--- config.mk ---
export PLATFORM = sky130hd
export DESIGN_NAME = key_debounce_repeat_event_fifo_flat
export DESIGN_NICKNAME = d
export VERILOG_FILES = /design/src/rtl/kdr_pkg.sv /design/src/rtl/kdr_if.sv /design/src/rtl/kdr_ram.sv /design/src/rtl/kdr_cfg.sv /design/src/rtl/kdr_scan.sv /design/src/rtl/kdr_fifo.sv /design/src/rtl/key_debounce_repeat_event_fifo.sv /design/src/flat_wrapper.sv
export VERILOG_INCLUDE_DIRS = /design/src /design/src/rtl
export SDC_FILE = /design/constraint.sdc
export NUM_CORES = 1
export LEC_CHECK = 0
export ABC_AREA = 1
export ABC_CLOCK_PERIOD_IN_PS = 7600
export BUFFER_PORTS_ARGS = -buffer_cell sky130_fd_sc_hd__buf_4
export CAP_MARGIN = 10
export CORE_ASPECT_RATIO = 1.5
export CORE_MARGIN = 1
export CORE_UTILIZATION = 40
export CTS_CLUSTER_DIAMETER = 60
export CTS_CLUSTER_SIZE = 16
export DETAILED_ROUTE_END_ITERATION = 10
export PLACE_DENSITY = 0.67
export SLEW_MARGIN = 5
export SYNTH_ARGS = -nofsm -noshare
export SYNTH_HDL_FRONTEND = slang
export SYNTH_HIERARCHICAL = 1
export SYNTH_SLANG_ARGS = --single-unit
--- constraint.sdc ---
create_clock -name clk_i -period 7.6 [get_ports clk_i]
set_clock_uncertainty 0.05 [all_clocks]
set_input_delay 0 -clock clk_i [delete_from_list [all_inputs] [get_ports clk_i]]
set_output_delay 0 -clock clk_i [all_outputs]
set_load 0.005 [all_outputs]
--- src/rtl/assert_macros.svh ---
// Assertion macros shared by the key debounce block.
// No dependencies; included by files that carry concurrent assertions.
`ifndef ASSERT_MACROS_SVH
`define ASSERT_MACROS_SVH

// Same-cycle implication, disabled while reset is asserted (active low).
`define KDR_ASSERT_IMP(lbl, clk, rst_n, ante, cons, msg) \
  lbl: assert property (@(posedge clk) disable iff (!(rst_n)) (ante) |-> (cons)) \
    else $error(msg);

// Next-cycle implication, disabled while reset is asserted (active low).
`define KDR_ASSERT_NXT(lbl, clk, rst_n, ante, cons, msg) \
  lbl: assert property (@(posedge clk) disable iff (!(rst_n)) (ante) |=> (cons)) \
    else $error(msg);

`endif

--- src/rtl/kdr_pkg.sv ---
// Types, codes and constants of the key debounce / event FIFO block.
// No dependencies; used by the interface, config, scan, FIFO and top-level files through scoped names.
package kdr_pkg;

  // Configuration port
  localparam int unsigned CFG_AW = 3;
  localparam int unsigned CFG_DW = 32;
  localparam int unsigned TICK_W = 16;

  localparam logic REG_DEBOUNCE = 1'b0;
  localparam logic REG_REPEAT   = 1'b1;

  localparam logic [TICK_W-1:0] DEBOUNCE_RST = 16'd20;
  localparam logic [TICK_W-1:0] REPEAT_RST   = 16'd250;
  localparam logic [TICK_W-1:0] ELAPSED_MAX  = 16'hFFFF;

  // Item commands
  localparam logic CMD_TICK = 1'b0;
  localparam logic CMD_POP  = 1'b1;

  // Key codes
  localparam int unsigned KEY_W = 3;
  localparam logic [KEY_W-1:0] CODE_NONE   = 3'd0;
  localparam logic [KEY_W-1:0] CODE_SET    = 3'd1;
  localparam logic [KEY_W-1:0] CODE_PLUS   = 3'd2;
  localparam logic [KEY_W-1:0] CODE_MINUS  = 3'd3;
  localparam logic [KEY_W-1:0] CODE_RETURN = 3'd4;

  // Event kinds
  typedef enum logic [1:0] {
    KIND_PRESSED  = 2'd0,
    KIND_REPEATED = 2'd1,
    KIND_RELEASED = 2'd2
  } kind_e;

  // Scan phases, one-hot
  typedef enum logic [3:0] {
    PH_IDLE     = 4'b0001,
    PH_DEBOUNCE = 4'b0010,
    PH_HELD     = 4'b0100,
    PH_RELEASE  = 4'b1000
  } phase_e;

  // One stored event: key in the upper bits, kind in the lower two
  localparam int unsigned EVT_W = KEY_W + 2;

  // Push request from the scanner to the FIFO
  typedef struct packed {
    logic             push;
    logic [KEY_W-1:0] key;
    kind_e            kind;
  } push_t;

  // FIFO status toward the result stage
  typedef struct packed {
    logic empty;
    logic full;
  } fifo_stat_t;

  // Fixed-priority scan of active-low pins
  function automatic logic [KEY_W-1:0] scan_keys(input logic [3:0] levels);
    logic [KEY_W-1:0] code;
    code = CODE_NONE;
    priority if (!levels[0]) code = CODE_SET;
    else if (!levels[1])     code = CODE_PLUS;
    else if (!levels[2])     code = CODE_MINUS;
    else if (!levels[3])     code = CODE_RETURN;
    else                     code = CODE_NONE;
    return code;
  endfunction

endpackage

--- src/rtl/kdr_if.sv ---
// Handshake channel interfaces of the key debounce block.
// Depends on kdr_pkg for field widths.
interface kdr_in_if;
  logic       valid;
  logic       ready;
  logic       cmd;
  logic [3:0] key_levels;

  modport source (output valid, output cmd, output key_levels, input ready);
  modport sink   (input valid, input cmd, input key_levels, output ready);
endinterface

interface kdr_out_if;
  logic                      valid;
  logic                      ready;
  logic                      event_valid;
  logic [kdr_pkg::KEY_W-1:0] event_key;
  logic [1:0]                event_kind;
  logic                      event_dropped;

  modport source (output valid, output event_valid, output event_key,
                  output event_kind, output event_dropped, input ready);
  modport sink   (input valid, input event_valid, input event_key,
                  input event_kind, input event_dropped, output ready);
endinterface

--- src/rtl/kdr_ram.sv ---
// Generic single-write, single-read RAM with registered read data.
// No dependencies.
module kdr_ram #(
  parameter int unsigned WIDTH = 5,
  parameter int unsigned DEPTH = 4
) (
  input  logic                     clk_i,
  input  logic                     we_i,
  input  logic [$clog2(DEPTH)-1:0] waddr_i,
  input  logic [WIDTH-1:0]         wdata_i,
  input  logic                     re_i,
  input  logic [$clog2(DEPTH)-1:0] raddr_i,
  output logic [WIDTH-1:0]         rdata_o
);

  logic [WIDTH-1:0] mem_q [DEPTH];
  logic [WIDTH-1:0] rdata_q;

  always_ff @(posedge clk_i) begin
    if (we_i) begin
      mem_q[waddr_i] <= wdata_i;
    end
    if (re_i) begin
      rdata_q <= mem_q[raddr_i];
    end
  end

  assign rdata_o = rdata_q;

endmodule

--- src/rtl/kdr_cfg.sv ---
// APB-style configuration registers: debounce and repeat tick counts.
// Depends on kdr_pkg for widths, register indexes and reset values.
module kdr_cfg (
  input  logic                        clk_i,
  input  logic                        rst_ni,
  input  logic                        psel,
  input  logic                        penable,
  input  logic                        pwrite,
  input  logic [kdr_pkg::CFG_AW-1:0]  paddr,
  input  logic [kdr_pkg::CFG_DW-1:0]  pwdata,
  output logic [kdr_pkg::CFG_DW-1:0]  prdata,
  output logic                        pready,
  output logic [kdr_pkg::TICK_W-1:0] debounce_ticks_o,
  output logic [kdr_pkg::TICK_W-1:0] repeat_ticks_o
);

  logic [kdr_pkg::TICK_W-1:0] debounce_q;
  logic [kdr_pkg::TICK_W-1:0] repeat_q;
  logic                       wr_en;
  logic                       reg_sel;

  assign pready  = 1'b1;
  assign wr_en   = psel && penable && pwrite;
  assign reg_sel = paddr[2];

  // Register writes on the access phase
  always_ff @(posedge clk_i or negedge rst_ni) begin
    if (!rst_ni) begin
      debounce_q <= kdr_pkg::DEBOUNCE_RST;
      repeat_q   <= kdr_pkg::REPEAT_RST;
    end else if (wr_en) begin
      if (reg_sel == kdr_pkg::REG_DEBOUNCE) begin
        debounce_q <= pwdata[kdr_pkg::TICK_W-1:0];
      end else begin
        repeat_q <= pwdata[kdr_pkg::TICK_W-1:0];
      end
    end
  end

  // Read-back mux
  always_comb begin
    prdata = '0;
    if (reg_sel == kdr_pkg::REG_DEBOUNCE) begin
      prdata[kdr_pkg::TICK_W-1:0] = debounce_q;
    end else begin
      prdata[kdr_pkg::TICK_W-1:0] = repeat_q;
    end
  end

  assign debounce_ticks_o = debounce_q;
  assign repeat_ticks_o   = repeat_q;

endmodule

--- src/rtl/kdr_scan.sv ---
// Key scan state machine: debounce, hold with auto-repeat, release check.
// Depends on kdr_pkg for phase/kind enums, key codes and the push struct.
module kdr_scan (
  input  logic                        clk_i,
  input  logic                        rst_ni,
  input  logic                        tick_i,
  input  logic [3:0]                  key_levels_i,
  input  logic [kdr_pkg::TICK_W-1:0] debounce_ticks_i,
  input  logic [kdr_pkg::TICK_W-1:0] repeat_ticks_i,
  output kdr_pkg::push_t              push_o
);

  kdr_pkg::phase_e              phase_q, phase_d;
  logic [kdr_pkg::KEY_W-1:0]    held_q, held_d;
  logic [kdr_pkg::TICK_W-1:0]   elapsed_q, elapsed_d;
  logic [kdr_pkg::TICK_W-1:0]   elapsed_inc;
  logic [kdr_pkg::KEY_W-1:0]    code;
  logic                         push;
  kdr_pkg::kind_e               kind;

  assign code = kdr_pkg::scan_keys(key_levels_i);

  // Saturating elapsed count, advanced in every phase but idle
  assign elapsed_inc = (phase_q != kdr_pkg::PH_IDLE && elapsed_q != kdr_pkg::ELAPSED_MAX)
                     ? elapsed_q + kdr_pkg::TICK_W'(1) : elapsed_q;

  // Next-state logic for one tick
  always_comb begin
    phase_d   = phase_q;
    held_d    = held_q;
    elapsed_d = elapsed_inc;
    push      = 1'b0;
    kind      = kdr_pkg::KIND_PRESSED;
    unique case (phase_q)
      kdr_pkg::PH_IDLE: begin
        if (code != kdr_pkg::CODE_NONE) begin
          held_d    = code;
          elapsed_d = '0;
          phase_d   = kdr_pkg::PH_DEBOUNCE;
        end
      end
      kdr_pkg::PH_DEBOUNCE: begin
        if (elapsed_inc >= debounce_ticks_i) begin
          if (code == held_q) begin
            push      = 1'b1;
            kind      = kdr_pkg::KIND_PRESSED;
            elapsed_d = '0;
            phase_d   = kdr_pkg::PH_HELD;
          end else begin
            phase_d = kdr_pkg::PH_IDLE;
          end
        end
      end
      kdr_pkg::PH_HELD: begin
        if (code == kdr_pkg::CODE_NONE) begin
          elapsed_d = '0;
          phase_d   = kdr_pkg::PH_RELEASE;
        end else if (elapsed_inc > repeat_ticks_i) begin
          push      = 1'b1;
          kind      = kdr_pkg::KIND_REPEATED;
          elapsed_d = '0;
        end
      end
      kdr_pkg::PH_RELEASE: begin
        if (elapsed_inc >= debounce_ticks_i) begin
          if (code == kdr_pkg::CODE_NONE) begin
            push    = 1'b1;
            kind    = kdr_pkg::KIND_RELEASED;
            phase_d = kdr_pkg::PH_IDLE;
          end else begin
            elapsed_d = '0;
          end
        end
      end
      default: begin
        phase_d = kdr_pkg::PH_IDLE;
      end
    endcase
  end

  // State advances on accepted tick transactions only
  always_ff @(posedge clk_i or negedge rst_ni) begin
    if (!rst_ni) begin
      phase_q   <= kdr_pkg::PH_IDLE;
      held_q    <= kdr_pkg::CODE_NONE;
      elapsed_q <= '0;
    end else if (tick_i) begin
      phase_q   <= phase_d;
      held_q    <= held_d;
      elapsed_q <= elapsed_d;
    end
  end

  assign push_o.push = tick_i && push;
  assign push_o.key  = held_q;
  assign push_o.kind = kind;

endmodule

--- src/rtl/kdr_fifo.sv ---
// Ring FIFO of key events that keeps one slot free; storage in kdr_ram.
// Depends on kdr_pkg and kdr_ram.
module kdr_fifo #(
  parameter int unsigned FIFO_DEPTH = 4
) (
  input  logic                       clk_i,
  input  logic                       rst_ni,
  input  kdr_pkg::push_t             push_i,
  input  logic                       pop_i,
  output kdr_pkg::fifo_stat_t        stat_o,
  output logic [kdr_pkg::EVT_W-1:0]  rdata_o
);

  localparam int unsigned AW = $clog2(FIFO_DEPTH);
  localparam logic [AW-1:0] LAST = AW'(FIFO_DEPTH - 1);

  logic [AW-1:0] rd_q, rd_d, wr_q, wr_d;
  logic [AW-1:0] rd_next, wr_next;
  logic          wr_en, rd_en;

  assign rd_next = (rd_q == LAST) ? '0 : rd_q + AW'(1);
  assign wr_next = (wr_q == LAST) ? '0 : wr_q + AW'(1);

  assign stat_o.empty = (rd_q == wr_q);
  assign stat_o.full  = (wr_next == rd_q);

  assign wr_en = push_i.push && !stat_o.full;
  assign rd_en = pop_i && !stat_o.empty;

  assign rd_d = rd_en ? rd_next : rd_q;
  assign wr_d = wr_en ? wr_next : wr_q;

  always_ff @(posedge clk_i or negedge rst_ni) begin
    if (!rst_ni) begin
      rd_q <= '0;
      wr_q <= '0;
    end else begin
      rd_q <= rd_d;
      wr_q <= wr_d;
    end
  end

  // Event storage; read data lands in the RAM output register
  kdr_ram #(
    .WIDTH (kdr_pkg::EVT_W),
    .DEPTH (FIFO_DEPTH)
  ) u_ram (
    .clk_i   (clk_i),
    .we_i    (wr_en),
    .waddr_i (wr_q),
    .wdata_i ({push_i.key, push_i.kind}),
    .re_i    (rd_en),
    .raddr_i (rd_q),
    .rdata_o (rdata_o)
  );

endmodule

--- src/rtl/key_debounce_repeat_event_fifo.sv ---
// Top level of the key debounce / auto-repeat / event FIFO block.
// Depends on kdr_pkg, kdr_if, kdr_cfg, kdr_scan, kdr_fifo, assert_macros.svh.
//
// Usage:
//   in_i carries one transaction per item: cmd tick (sample key_levels,
//   four active-low pins) or cmd pop (dequeue one key event).
//   out_o returns exactly one transaction per accepted item, in order:
//   for a pop, event_valid/event_key/event_kind of the dequeued event (all
//   zero when the FIFO is empty); for a tick, event_dropped flags a lost
//   event because the FIFO was full.
//   The APB port holds debounce_ticks at byte address 0 and repeat_ticks
//   at byte address 4; write it only while the block is idle.
// Timing:
//   The result of an accepted item is registered and is on out_o in the cycle after
//   acceptance. One item is accepted every cycle while the result register is free or
//   drained; the state update and FIFO access lie between handshake and result register.
// Reset:
//   rst_ni clears the scanner to idle, empties the FIFO and loads the
//   register defaults (20 and 250). No clearing pass is needed.
// Stall:
//   A result register sits on out_o; in_i stays ready while it is empty or
//   being taken, so a stalled receiver holds the block after one item.
`include "assert_macros.svh"

module key_debounce_repeat_event_fifo #(
  parameter int unsigned FIFO_DEPTH = 4
) (
  input  logic                       clk_i,
  input  logic                       rst_ni,
  kdr_in_if.sink                     in_i,
  kdr_out_if.source                  out_o,
  input  logic                       psel,
  input  logic                       penable,
  input  logic                       pwrite,
  input  logic [kdr_pkg::CFG_AW-1:0] paddr,
  input  logic [kdr_pkg::CFG_DW-1:0] pwdata,
  output logic [kdr_pkg::CFG_DW-1:0] prdata,
  output logic                       pready
);

  logic [kdr_pkg::TICK_W-1:0] debounce_ticks;
  logic [kdr_pkg::TICK_W-1:0] repeat_ticks;
  logic                       in_fire;
  logic                       tick_fire;
  logic                       pop_fire;
  kdr_pkg::push_t             push;
  kdr_pkg::fifo_stat_t        fifo_stat;
  logic [kdr_pkg::EVT_W-1:0]  fifo_rdata;

  logic out_valid_q, out_valid_d;
  logic pop_valid_q, pop_valid_d;
  logic dropped_q, dropped_d;

  // Input handshake: free result slot or the slot is being drained
  assign in_i.ready = !out_valid_q || out_o.ready;
  assign in_fire    = in_i.valid && in_i.ready;
  assign tick_fire  = in_fire && (in_i.cmd == kdr_pkg::CMD_TICK);
  assign pop_fire   = in_fire && (in_i.cmd == kdr_pkg::CMD_POP);

  kdr_cfg u_cfg (
    .clk_i            (clk_i),
    .rst_ni           (rst_ni),
    .psel             (psel),
    .penable          (penable),
    .pwrite           (pwrite),
    .paddr            (paddr),
    .pwdata           (pwdata),
    .prdata           (prdata),
    .pready           (pready),
    .debounce_ticks_o (debounce_ticks),
    .repeat_ticks_o   (repeat_ticks)
  );

  kdr_scan u_scan (
    .clk_i            (clk_i),
    .rst_ni           (rst_ni),
    .tick_i           (tick_fire),
    .key_levels_i     (in_i.key_levels),
    .debounce_ticks_i (debounce_ticks),
    .repeat_ticks_i   (repeat_ticks),
    .push_o           (push)
  );

  kdr_fifo #(
    .FIFO_DEPTH (FIFO_DEPTH)
  ) u_fifo (
    .clk_i   (clk_i),
    .rst_ni  (rst_ni),
    .push_i  (push),
    .pop_i   (pop_fire),
    .stat_o  (fifo_stat),
    .rdata_o (fifo_rdata)
  );

  // Result register
  always_comb begin
    out_valid_d = out_valid_q;
    pop_valid_d = pop_valid_q;
    dropped_d   = dropped_q;
    if (in_fire) begin
      out_valid_d = 1'b1;
      pop_valid_d = pop_fire && !fifo_stat.empty;
      dropped_d   = push.push && fifo_stat.full;
    end else if (out_o.ready) begin
      out_valid_d = 1'b0;
    end
  end

  always_ff @(posedge clk_i or negedge rst_ni) begin
    if (!rst_ni) begin
      out_valid_q <= 1'b0;
      pop_valid_q <= 1'b0;
      dropped_q   <= 1'b0;
    end else begin
      out_valid_q <= out_valid_d;
      pop_valid_q <= pop_valid_d;
      dropped_q   <= dropped_d;
    end
  end

  // Event fields come from the RAM read register, held until the next pop
  assign out_o.valid         = out_valid_q;
  assign out_o.event_valid   = pop_valid_q;
  assign out_o.event_key     = pop_valid_q ? fifo_rdata[kdr_pkg::EVT_W-1:2] : kdr_pkg::CODE_NONE;
  assign out_o.event_kind    = pop_valid_q ? fifo_rdata[1:0] : kdr_pkg::KIND_PRESSED;
  assign out_o.event_dropped = dropped_q;

  // Checks
  `KDR_ASSERT_IMP(a_pop_no_drop, clk_i, rst_ni, out_valid_q && pop_valid_q, !dropped_q,
    "popped event result also flags a drop")
  `KDR_ASSERT_NXT(a_pop_returns, clk_i, rst_ni, pop_fire && !fifo_stat.empty,
    out_valid_q && pop_valid_q, "pop of a non-empty FIFO returned no event")
  `KDR_ASSERT_NXT(a_push_lands, clk_i, rst_ni, tick_fire && push.push && !fifo_stat.full,
    !fifo_stat.empty, "accepted event push left the FIFO empty")

endmodule

--- src/flat_wrapper.sv ---
// flat-port wrapper written by rule: the top's interface ports become plain ports
module key_debounce_repeat_event_fifo_flat 
#(
  parameter int unsigned FIFO_DEPTH = 4
)
  (clk_i, rst_ni, psel, penable, pwrite, paddr, pwdata, prdata, pready, in_i_valid, in_i_cmd, in_i_key_levels, in_i_ready, out_o_valid, out_o_event_valid, out_o_event_key, out_o_event_kind, out_o_event_dropped, out_o_ready);
  kdr_in_if in_i_i ();
  kdr_out_if out_o_i ();
  input  logic clk_i;
  input  logic rst_ni;
  input  logic psel;
  input  logic penable;
  input  logic pwrite;
  input  logic [kdr_pkg::CFG_AW-1:0] paddr;
  input  logic [kdr_pkg::CFG_DW-1:0] pwdata;
  output logic [kdr_pkg::CFG_DW-1:0] prdata;
  output logic pready;
  input wire logic [$bits(in_i_i.valid)-1:0] in_i_valid;
  input wire logic [$bits(in_i_i.cmd)-1:0] in_i_cmd;
  input wire logic [$bits(in_i_i.key_levels)-1:0] in_i_key_levels;
  output wire logic [$bits(in_i_i.ready)-1:0] in_i_ready;
  output wire logic [$bits(out_o_i.valid)-1:0] out_o_valid;
  output wire logic [$bits(out_o_i.event_valid)-1:0] out_o_event_valid;
  output wire logic [$bits(out_o_i.event_key)-1:0] out_o_event_key;
  output wire logic [$bits(out_o_i.event_kind)-1:0] out_o_event_kind;
  output wire logic [$bits(out_o_i.event_dropped)-1:0] out_o_event_dropped;
  input wire logic [$bits(out_o_i.ready)-1:0] out_o_ready;
  assign in_i_i.valid = in_i_valid;
  assign in_i_i.cmd = in_i_cmd;
  assign in_i_i.key_levels = in_i_key_levels;
  assign in_i_ready = in_i_i.ready;
  assign out_o_valid = out_o_i.valid;
  assign out_o_event_valid = out_o_i.event_valid;
  assign out_o_event_key = out_o_i.event_key;
  assign out_o_event_kind = out_o_i.event_kind;
  assign out_o_event_dropped = out_o_i.event_dropped;
  assign out_o_i.ready = out_o_ready;
  key_debounce_repeat_event_fifo #(.FIFO_DEPTH(FIFO_DEPTH)) u_core (.clk_i(clk_i), .rst_ni(rst_ni), .in_i(in_i_i), .out_o(out_o_i), .psel(psel), .penable(penable), .pwrite(pwrite), .paddr(paddr), .pwdata(pwdata), .prdata(prdata), .pready(pready));
endmodule
==> results.md, run 1 <==
* Status: complete, but fails checks
* Failing checks: design-rule violations
* Final ANT Viol Nets at 0
* Max Slew Vio Count at 0
* VDD IR max at 0.1201 mV
* RSZ-0062 raised after global routing: false
* Worst EP required at 7.51 ns
* Residual DRC count at 10
* Hold Path Class: primary input to flop
* CP Launch Type: flop
* Syn-to-layout area delta at 18.01%
* Syn avg cell area at 7.812 um^2
* DP HPWL at 8232 um
* Period utilization at 0.6977
* Worst-path clk slew at 0.06 ns
* Hold_sp: in_i_key_levels[0]
* Clock tree sinks at 87
* Worst Setup Path Type: flop to flop
* GR Overflow Total at 0
* DR vias/cell at 4.859
* Power, Total at 0.001582 W
* H-tree depth at 3
* Register Area at 2313 um^2
* Slew at the pin with the worst max-slew slack at 0.8910 ns
* Initial Util at 0.4090
* Crit path capture type: flop
* CP Max Fanout at 6
* EDFF count, synth at 25
* Initial antenna violation count at 0
* I/O Buffers at 53
* Drt total wl at 11,370 um
* Launch point of the critical path: u_core/u_scan/elapsed_q[0]$_DFFE_PN0P_
* Die W at 97.81 um
* First-pass iteration count of the detailed router at 7
* Clk_lat worst skew at 0.34 ns
* Fraction of layout cells with a size suffix above 1 at 0.1586
* Post-Syn Instances at 705
* Clock buffer count from CTS at 9
* Fillers at 1,340
* Largest net degree at the start of global routing at 63
* TritonCTS clock tree: yes
* CTS root buf: clkbuf_16
* Seq cells post-synth at 87
* Post-synthesis sequential area ratio at 0.4200
* First-pass GRT wire length at 19,890 um
* F_max at 0.1886 GHz
* Routability cong. at 0.7918
* Final #Nets at 857
* Via count at 4,587
* Final hold vios at 0
* Most frequent cells in the layout: nand2_1 (238), inv_1 (99), nand3_1 (65)
* Sum Neg Setup Slack at 0 ns
* Die area at 14,250 um^2
* CORE AREA at 13,470 um^2
* Final setup violation count at 0
* Multi-input gate area at 2628 um^2
* Number of global-route vias before repair at 4,513
* Most common cell after layout, fill and taps aside: nand2_1
* GRT Util Overall at 0.1718
* Relative slew margins at 0.4006
* Lkg Pwr at 3.427 nW
* # IOs at 89
* Routed len/inst at 12.04 um
* Critical path arrival at 5.22 ns
* Post-CTS resize count at 0
* Post-synth ARST share at 0.7126
* Ys Warns at 6
* Max Cap Viol at 0
* Floorplan row count at 52
* Height of the die at 145.7 um
* Post-route minimum period at 5.303 ns
* Cell Area, Synth at 5508 um^2
* Yosys cell types at 36
* Worst R2R Start: u_core/u_scan/elapsed_q[0]$_DFFE_PN0P_
* Clock Tree Buf Depth at 2
* Fin Hold WS at 0.005798 ns
* Main synth FF type: dfrtp_1
* Antenna cells at 0
* Pwr Density at 243.4 nW/um^2
* DRT iter0 DRCs at 177
-- power by group --
part	total (W)	switching, W	internal (W)	leakage (nW)
clock	0.000432	0.000179	0.000253	0.136
sequential	0.000649	0.0000825	0.000567	1.02
combinational	0.000501	0.000301	0.000199	2.28
total	0.00158	0.000562	0.00102	3.43
-- per-stage QoR --
step	cells	cell area (um^2)	setup slack [ns]	utilization
floorplan	720	5564	3.326	-
global placement	902	5943	2.301	0.4413
detailed placement	902	5943	2.216	0.4413
CTS	943	6485	2.178	0.4815
global route	944	6500	1.733	0.4826
finish	944	6500	2.297	0.4826
-- path summary, 6_finish.rpt --
check,end,cells after the start,slack (ns)
min reg2reg,u_core/u_cfg/debounce_ticks_o[4]$_DFFE_PN1P_,2,0.42
max,u_core/u_fifo/u_ram/mem_q[3][0]$_DFFE_PP_,25,2.30
min in group asynchronous,u_core/out_o.valid$_DFFE_PN0P_,2,0.23
max reg2reg,u_core/u_fifo/u_ram/mem_q[3][0]$_DFFE_PP_,25,2.30
max in group asynchronous,u_core/u_scan/held_q[0]$_DFFE_PN0P_,2,6.72
min,u_core/u_scan/held_q[1]$_DFFE_PN0P_,3,0.006
-- worst max-delay path, cell delays in order (launching register included) --
cell and delay (ns):
dfrtp_1 0.44, ha_1 0.22, inv_1 0.08, nor2_1 0.06
nand2_2 0.09, o21ai_4 0.09, nor3_1 0.35, nand2_1 0.18
nor2_1 0.24, nand4_1 0.15, xnor2_1 0.21, ha_1 0.30
nand2_1 0.06, nor2_1 0.18, nand4_1 0.15, nor3_1 0.21
o21ai_1 0.10, nand2_1 0.06, nand2_1 0.08, nor3_1 0.39
nor2_1 0.10, nor2_1 0.26, nand2_2 0.11, inv_1 0.06
inv_1 0.06, nor3_1 0.64
-- cells in the mapped netlist, types with 12 or more instances --
| cell type | n | area (um^2) |
|---|---|---|
| nand2_1 | 238 | 893.4 |
| ha_1 | 33 | 412.9 |
| nand3_2 | 12 | 120.1 |
| dfrtp_1 | 53 | 1326 |
| nand2_2 | 19 | 118.9 |
| a21oi_1 | 16 | 80.08 |
| buf_4 | 21 | 157.7 |
| nor2_1 | 26 | 97.59 |
| edfxtp_1 | 25 | 750.7 |
| nand3_1 | 65 | 325.3 |
| nand4_1 | 12 | 75.07 |
| inv_1 | 99 | 371.6 |
-- sequential cells by signal (all words and copies together) (netlist names) --
signal	cells
u_core/u_fifo/wr_q	2
u_core/u_cfg/debounce_ticks_o	16
u_core/u_fifo/u_ram/mem_q	20
u_core/out_o.valid	1
u_core/out_o.event_valid	1
u_core/u_fifo/u_ram/rdata_o	5
u_core/out_o.event_dropped	1
u_core/u_scan/phase_q	4
u_core/u_scan/elapsed_q	16
u_core/u_scan/held_q	3
u_core/u_cfg/repeat_ticks_o	16
u_core/u_fifo/rd_q	2
-- logic make-up after synthesis --
| kind of cell | count (synthesis) | share of synthesized area |
|---|---|---|
| adder cells (fa/ha/maj) | 33 | 0.07497 |
| XOR/XNOR | 19 | 0.03021 |
| AND/OR/NAND/NOR | 390 | 0.3196 |
| AO/OA/AOI/OAI | 35 | 0.04066 |
| flip-flops | 87 | 0.4200 |
| other | 2 | 0.001364 |
| buffers and inverters | 139 | 0.1131 |
-- layout make-up --
| class | instances | share of cell area |
|---|---|---|
| clock inverter | 6 | 0.009625 |
| sequential | 87 | 0.3559 |
| tap | 162 | 0.03118 |
| timing repair buffer | 80 | 0.1032 |
| inverter | 105 | 0.06064 |
| multi-input combinational | 494 | 0.4042 |
| clock buffer | 10 | 0.03523 |
-- repair_timing --
item / in CTS / in global routing
setup buffers: 0 / 0
hold buffers: 25 / 0
setup endpoints to repair: 0 / 0
hold endpoints to repair: 89 / 0
-- metal layers --
| metal | vias to the layer above | wire length (um) | GRT usage |
|---|---|---|---|
| met2 | 102 | 6232 | 0.3365 |
| met3 | 15 | 365 | 0.02642 |
| met1 | 2121 | 4594 | 0.1826 |
| met4 | 0 | 177 | 0.05985 |
| li1 | 2349 | - | - |
| met5 | - | 0 | 0 |
(Power assumes the default switching activity.)
==> run 2, diff against run 1 <==
--- a/config.mk
+++ b/config.mk
@@ -7,7 +7,7 @@
 export NUM_CORES = 1
 export LEC_CHECK = 0
 export ABC_AREA = 1
-export ABC_CLOCK_PERIOD_IN_PS = 7600
+export ABC_CLOCK_PERIOD_IN_PS = 4980
 export BUFFER_PORTS_ARGS = -buffer_cell sky130_fd_sc_hd__buf_4
 export CAP_MARGIN = 10
 export CORE_ASPECT_RATIO = 1.5
==> constraint.sdc (replaced) <==
create_clock -name clk_i -period 4.98 [get_ports clk_i]
set_clock_uncertainty 0.05 [all_clocks]
set_input_delay 0 -clock clk_i [delete_from_list [all_inputs] [get_ports clk_i]]
set_output_delay 0 -clock clk_i [all_outputs]
set_load 0.005 [all_outputs]
==> run 2 against run 1 <==
Effect of this change: via count shrank 1.4%; final area rose by 1.1%; clock-buffer cell count fell by 1; hold slack improved by 0.0090 ns; highest routed layer unchanged; cell count grew 0.74%; routed wire length is 0.73% higher; worst setup slack worse by 1.7 ns; the flow still finishes with violations (design-rule violations); non-clock buffer count rose by 7.
==> results.md, run 2 (synthesis results as in run 1) <==
* Hold_sp: paddr[2]
* CP Launch Type: flop
* RSZ-0062 raised after global routing: false
* Worst EP required at 4.99 ns (-2.52 ns)
* Sum Neg Setup Slack at 0 ns (unchanged)
* Final std cells w/o fill at 951 (+0.74%)
* TritonCTS clock tree: yes
* Clk_lat worst skew at 0.34 ns (about the same)
* Hold EP: u_core/u_cfg/repeat_ticks_o[1]$_DFFE_PN1P_
* Clock tree sinks at 87 (unchanged)
* Worst-path clk slew at 0.06 ns (about the same)
* End of the worst register-to-register path: u_core/u_fifo/u_ram/mem_q[1][0]$_DFFE_PP_
* Drt total wl at 11,450 um (+0.73%)
* Die area at 14,250 um^2 (unchanged)
* Residual DRC count at 10 (unchanged)
* Multi-input gate area at 2645 um^2 (+0.67%)
* Worst R2R Start: u_core/u_scan/elapsed_q[0]$_DFFE_PN0P_
* Area post-placement at 5988 um^2 (+0.76%)
* Hold Path Class: primary input to flop
* GRT busiest layer: met2
* VDD IR max at 0.1969 mV (+64%)
* Largest net degree at the start of global routing at 63 (unchanged)
* Period utilization at 0.8753 (+0.1775)
* Pwr Density at 370.2 nW/um^2 (+52%)
* Fraction of layout cells with a size suffix above 1 at 0.1673 (+0.008733)
* Height of the die at 145.7 um (unchanged)
* Register Area at 2313 um^2 (unchanged)
* Largest Register: u_core/u_fifo/u_ram/mem_q
* Final #Nets at 864 (+0.82%)
* GR Overflow Total at 0 (unchanged)
* CP Max Fanout at 6 (unchanged)
* DR vias/cell at 4.755 (-2.1%)
* Worst R2R Path Depth at 27 (+8.0%)
* Worst Setup Path Type: flop to flop
* Max Slew Vio Count at 0 (unchanged)
* Crit path capture type: flop
* Routed len/inst at 12.04 um (about the same)
* Final setup violation count at 0 (unchanged)
* DRT iter0 DRCs at 141 (-20%)
* Final hold vios at 0 (unchanged)
* H-tree depth at 3 (unchanged)
* Number of global-route vias before repair at 4,447 (-1.5%)
* Die W at 97.81 um (unchanged)
* Clock buffer count from CTS at 9 (unchanged)
* Placed Instances at 908 (+0.67%)
* Routability cong. at 0.8160 (+3.1%)
* CORE AREA at 13,470 um^2 (unchanged)
* First-pass GRT wire length at 19,870 um (-0.10%)
* DP HPWL at 8273 um (+0.49%)
* Initial Util at 0.4090 (unchanged)
* Failing checks: design-rule violations
* Critical path arrival at 4.36 ns (-0.86 ns)
* Most frequent cells in the layout: nand2_1 (238), inv_1 (99), nand3_1 (65)
* Most common cell after layout, fill and taps aside: nand2_1
* Routing usage on met1 at 0.1917 (+0.009182)
* Number of flip-flops in the largest register at 20 (unchanged)
* I/O Buffers at 53 (unchanged)
* Post-route minimum period at 4.359 ns (-0.9439 ns)
* Met3 usage at 0.03362 (+0.007205)
* Via count at 4,522 (-1.4%)
* Floorplan row count at 52 (unchanged)
* Relative slew margins at 0.1968 (-0.2037)
* Max Cap Viol at 0 (unchanged)
* Initial antenna violation count at 0 (unchanged)
* Lkg Pwr at 3.479 nW (+1.5%)
* Finished Cell Area at 6574 um^2 (+1.1%)
* F_max at 0.2294 GHz (+22%)
* # IOs at 89 (unchanged)
* WHS Path Cells at 3 (unchanged)
* First-pass iteration count of the detailed router at 9 (+2)
* Final ANT Viol Nets at 0 (unchanged)
* Syn-to-layout area delta at 19.35%
* CTS root buf: clkbuf_16
* Reg2Reg Setup Slack at 0.62 ns (-1.68 ns)
* Fillers at 1,311 (-2.2%)
* Status: complete, but fails checks
* Global Route met2 Usage at 0.3202 (-0.01631)
* Slew at the pin with the worst max-slew slack at 1.203 ns (+0.3125 ns)
* Clock Tree Buf Depth at 2 (unchanged)
* GRT Util Overall at 0.1721 (+0.0003614)
* Antenna cells at 0 (unchanged)
run 2: changes by cell type in the layout (fill, tap and decap cells not counted), sizes merged:
cell / change
clkinvlp: -2
clkinv: +2
buf: +5
inv: +1
clkbuf: -1
dlygate4sd3: +2
run 2: metal layers:
| metal | routed length [um] | vias up |
|---|---|---|
| li1 | - | 2351 |
| met1 | 4831 | 2070 |
| met2 | 6074 | 86 |
| met3 | 307 | 15 |
| met4 | 238 | 0 |
| met5 | 0 | - |
run 2: metrics by stage:
step / util / worst slack [ns] / total power, W / hold slack, ns
CTS: 0.4868 / 0.4907 / 0.002456 / 0.005656
global placement: 0.4446 / 0.5652 / 0.001732 / 0.09214
global route: 0.4881 / 0.05584 / 0.002630 / 0.03058
finish: 0.4881 / 0.6212 / 0.002434 / 0.01484
floorplan: - / 0.7056 / 0.001548 / -0.3456
detailed placement: 0.4446 / 0.5064 / 0.001751 / 0.09605
run 2: worst max-delay path, cell delays in order, from the launching register on:
cell	delay, ns
dfrtp_1	0.43
ha_1	0.22
inv_1	0.09
nor2_1	0.06
nand2_2	0.09
o21ai_4	0.09
inv_1	0.12
nand4_1	0.18
nor3_2	0.22
nand3_1	0.14
nor2_1	0.14
xor2_1	0.29
ha_1	0.19
nand2_1	0.06
nor2_1	0.17
nand4_1	0.14
nor3_1	0.21
o21ai_1	0.10
nand2_1	0.06
nand2_1	0.08
nor3_1	0.20
nor2_1	0.08
nor2_1	0.15
nand2_2	0.09
inv_1	0.05
inv_1	0.06
nor3_1	0.14
buf_4	0.18
run 2: worst max path at each step:
stage / start / endpoint / depth (start not counted)
2_1_floorplan: u_core/u_scan/elapsed_q[0]$_DFFE_PN0P_ / u_core/u_fifo/u_ram/mem_q[0][0]$_DFFE_PP_ / 25
3_3_place_gp: u_core/u_scan/elapsed_q[0]$_DFFE_PN0P_ / u_core/u_fifo/u_ram/mem_q[3][2]$_DFFE_PP_ / 26
3_5_place_dp: u_core/u_scan/elapsed_q[0]$_DFFE_PN0P_ / u_core/u_fifo/u_ram/mem_q[2][3]$_DFFE_PP_ / 26
4_1_cts: u_core/u_scan/elapsed_q[0]$_DFFE_PN0P_ / u_core/u_fifo/u_ram/mem_q[2][0]$_DFFE_PP_ / 26
5_1_grt: u_core/u_scan/elapsed_q[0]$_DFFE_PN0P_ / u_core/u_fifo/u_ram/mem_q[3][3]$_DFFE_PP_ / 27
6_report: u_core/u_scan/elapsed_q[0]$_DFFE_PN0P_ / u_core/u_fifo/u_ram/mem_q[1][0]$_DFFE_PP_ / 27
run 2: final cells by class:
type,count,area share
well taps,162,0.03083
clock inverters,7,0.01104
inverters,105,0.05995
multi-input cells,494,0.4024
repair buffers,87,0.1096
flip-flops and latches,87,0.3519
clock buffers,9,0.03426
run 2: timing repair:
action                     CTS  global route
hold endpoints to repair    90             0
buffers inserted             0             0
gates resized for setup      0             3
hold buffers                27             0
setup endpoints to repair    0            20
run 2: power breakdown:
group          leakage (nW)  internal, W  total [W]  switching, W
clock network         0.145     0.000389   0.000673      0.000284
logic                  2.32     0.000305   0.000767      0.000462
registers              1.02     0.000865   0.000993      0.000129
==> run 3, diff against run 2 <==
==> constraint.sdc (replaced) <==
create_clock -name clk_i -period 4.98 [get_ports clk_i]
set_clock_uncertainty 0.05 [all_clocks]
set_input_delay 0.996 -clock clk_i [delete_from_list [all_inputs] [get_ports clk_i]]
set_output_delay 0.996 -clock clk_i [all_outputs]
set_load 0.005 [all_outputs]
==> run 3 against run 2 <==
Effect of this change: the run still ends with design-rule violations left; worst setup slack got worse by 0.087 ns; final area fell by 4.2%; first-iteration DRC count rose by 21%; critical path depth did not move; fmax fell by 2.0%; via count barely moved; die area did not move; combinational power fell by 2%; core utilization fell by 2.0 points; clock-buffer cell count rose by 1; power fell by 0.59%.
==> results.md, run 3 (synthesis results as in run 1) <==
* Status: complete, but fails checks
* Failing checks: design-rule violations
* Period utilization at 0.8928 (+0.01752)
* GR Overflow Total at 0 (unchanged)
* CP dominant cell by count: nor2_1
* Routed wl met2 at 6127 um (+0.87%)
* Worst EP required at 4.99 ns (about the same)
* Most common cell after layout, fill and taps aside: nand2_1
* Largest Register: u_core/u_fifo/u_ram/mem_q
* F_max at 0.2249 GHz (-2.0%)
* Worst Setup Path Type: flop to flop
* Max Slew Vio Count at 0 (unchanged)
* Post-route minimum period at 4.446 ns (+0.08724 ns)
* First-pass iteration count of the detailed router at 9 (unchanged)
* First-pass GRT wire length at 19,620 um (-1.3%)
* RSZ-0062 raised after global routing: false
* # IOs at 89 (unchanged)
* CP Max Fanout at 6 (unchanged)
* Residual DRC count at 10 (unchanged)
* Initial antenna violation count at 0 (unchanged)
* Max Cap Viol at 0 (unchanged)
* Antenna cells at 0 (unchanged)
* Worst R2R Start: u_core/u_scan/elapsed_q[0]$_DFFE_PN0P_
* Hold Path Class: flop to flop
* Largest net degree at the start of global routing at 63 (unchanged)
* Reg2Reg Setup Slack at 0.53 ns (-0.09 ns)
* Final Util at 0.4678 (-0.02035)
* Worst path max stage delay at 0.43 ns (about the same)
* Routability cong. at 0.8083 (-0.94%)
* DR vias/cell at 4.885 (+2.7%)
* Clock tree sinks at 87 (unchanged)
* End of the worst register-to-register path: u_core/u_fifo/u_ram/mem_q[3][3]$_DFFE_PP_
* Relative slew margins at 0.2271 (+0.03031)
* Clock buffer count from CTS at 9 (unchanged)
* Cell family with most CP delay: simple AND/OR/NAND/NOR gates
* Lkg Pwr at 3.366 nW (-3.2%)
* TritonCTS clock tree: yes
* CTS root buf: clkbuf_16
* Worst path bufs/invs at 5 (unchanged)
* Initial Util at 0.4090 (unchanged)
* Syn-to-layout area delta at 14.38%
* M1 WL at 4803 um (-0.58%)
* Fillers at 1,347 (+2.7%)
* Top routing layer used: met4
* CP max stage cell: dfrtp_1
* Final #Nets at 838 (-3.0%)
* Final WS setup at 0.5340 ns (-0.08724 ns)
* Crit path capture type: flop
* Die area at 14,250 um^2 (unchanged)
* DP HPWL at 8374 um (+1.2%)
* Clk_lat worst skew at 0.34 ns (about the same)
* Sum Neg Setup Slack at 0 ns (unchanged)
* WHS Path Cells at 2 (-1)
* GRT Util Overall at 0.1714 (-0.0007402)
* Pre-CTS setup slack at 0.4257 ns (-0.08069 ns)
* Clock Tree Buf Depth at 2 (unchanged)
* Slew at the pin with the worst max-slew slack at 1.158 ns (-0.04542 ns)
* H-tree depth at 3 (unchanged)
* Critical path arrival at 4.46 ns (+0.10 ns)
* Hold EP: u_core/u_cfg/repeat_ticks_o[6]$_DFFE_PN1P_
* Floorplan row count at 52 (unchanged)
* CORE AREA at 13,470 um^2 (unchanged)
* Via count at 4,519 (-0.066%)
* Die W at 97.81 um (unchanged)
* Final ANT Viol Nets at 0 (unchanged)
* Most frequent cells in the layout: nand2_1 (238), inv_1 (99), nand3_1 (65)
* Number of global-route vias before repair at 4,346 (-2.3%)
* Hold_sp: u_core/u_cfg/repeat_ticks_o[6]$_DFFE_PN1P_
* Drt total wl at 11,470 um (+0.18%)
* Number of flip-flops in the largest register at 20 (unchanged)
* Routed len/inst at 12.40 um (+3.0%)
* Final std cells w/o fill at 925 (-2.7%)
* Fraction of layout cells with a size suffix above 1 at 0.1730 (+0.005701)
* DRT iter0 DRCs at 170 (+21%)
* I/O Buffers at 53 (unchanged)
* Launch point of the critical path: u_core/u_scan/elapsed_q[0]$_DFFE_PN0P_
* Pwr Density at 384.1 nW/um^2 (+3.7%)
* Worst-path clk slew at 0.06 ns (about the same)
* Height of the die at 145.7 um (unchanged)
* CP Launch Type: flop
* Final hold vios at 0 (unchanged)
* Worst R2R Path Depth at 27 (unchanged)
* Placed Instances at 909 (+0.11%)
* WL met3 at 315 um (+2.6%)
* VDD IR max at 0.2156 mV (+9.5%)
* Final setup violation count at 0 (unchanged)
* Fin Hold WS at 0.4210 ns (+0.4062 ns)
run 3: timing repair:
item | in CTS | in global routing
gates resized for setup | 0 | 1
buffers inserted | 0 | 0
setup endpoints to repair | 0 | 6
hold buffers | 0 | 0
run 3: worst max-delay path by stage:
stage,depth (start not counted),to
after global routing,27,u_core/u_fifo/u_ram/mem_q[3][4]$_DFFE_PP_
after detailed placement,27,u_core/u_fifo/u_ram/mem_q[3][3]$_DFFE_PP_
after CTS,27,u_core/u_fifo/u_ram/mem_q[3][2]$_DFFE_PP_
after global placement,27,u_core/u_fifo/u_ram/mem_q[1][3]$_DFFE_PP_
final,27,u_core/u_fifo/u_ram/mem_q[3][3]$_DFFE_PP_
after floorplan,25,u_core/u_fifo/u_ram/mem_q[0][0]$_DFFE_PP_
run 3: power breakdown:
| part | switching [W] | internal [W] |
|---|---|---|
| logic | 0.000461 | 0.000286 |
| clock network | 0.000288 | 0.000392 |
| registers | 0.000127 | 0.000864 |
run 3: tightest hold or removal path: stages, from the launching register on:
cell and delay (ns):
dfstp_2 0.37, nand2_1 0.06, nand2_1 0.04
run 3: area by class of cell:
| class | count | area [um^2] | area share |
|---|---|---|---|
| multi-input cells | 494 | 2633 | 0.4179 |
| flip-flops and latches | 87 | 2313 | 0.3672 |
| repair buffers | 61 | 457.9 | 0.07269 |
| inverters | 105 | 394.1 | 0.06256 |
| clock buffers | 10 | 229.0 | 0.03635 |
| well taps | 162 | 202.7 | 0.03217 |
| clock inverters | 6 | 70.07 | 0.01112 |
run 3: routing by layer:
layer / vias up / track usage
met4: 0 / 0.06515
met1: 2110 / 0.1904
li1: 2308 / -
met2: 83 / 0.3241
met3: 18 / 0.02594
met5: - / 0
run 3: per-stage QoR:
| step | cell area (um^2) | total power, W |
|---|---|---|
| after floorplan | 5564 | 0.001548 |
| after global placement | 5996 | 0.001737 |
| after detailed placement | 5996 | 0.001754 |
| after CTS | 6295 | 0.002446 |
| after global routing | 6300 | 0.002604 |
| final | 6300 | 0.002420 |
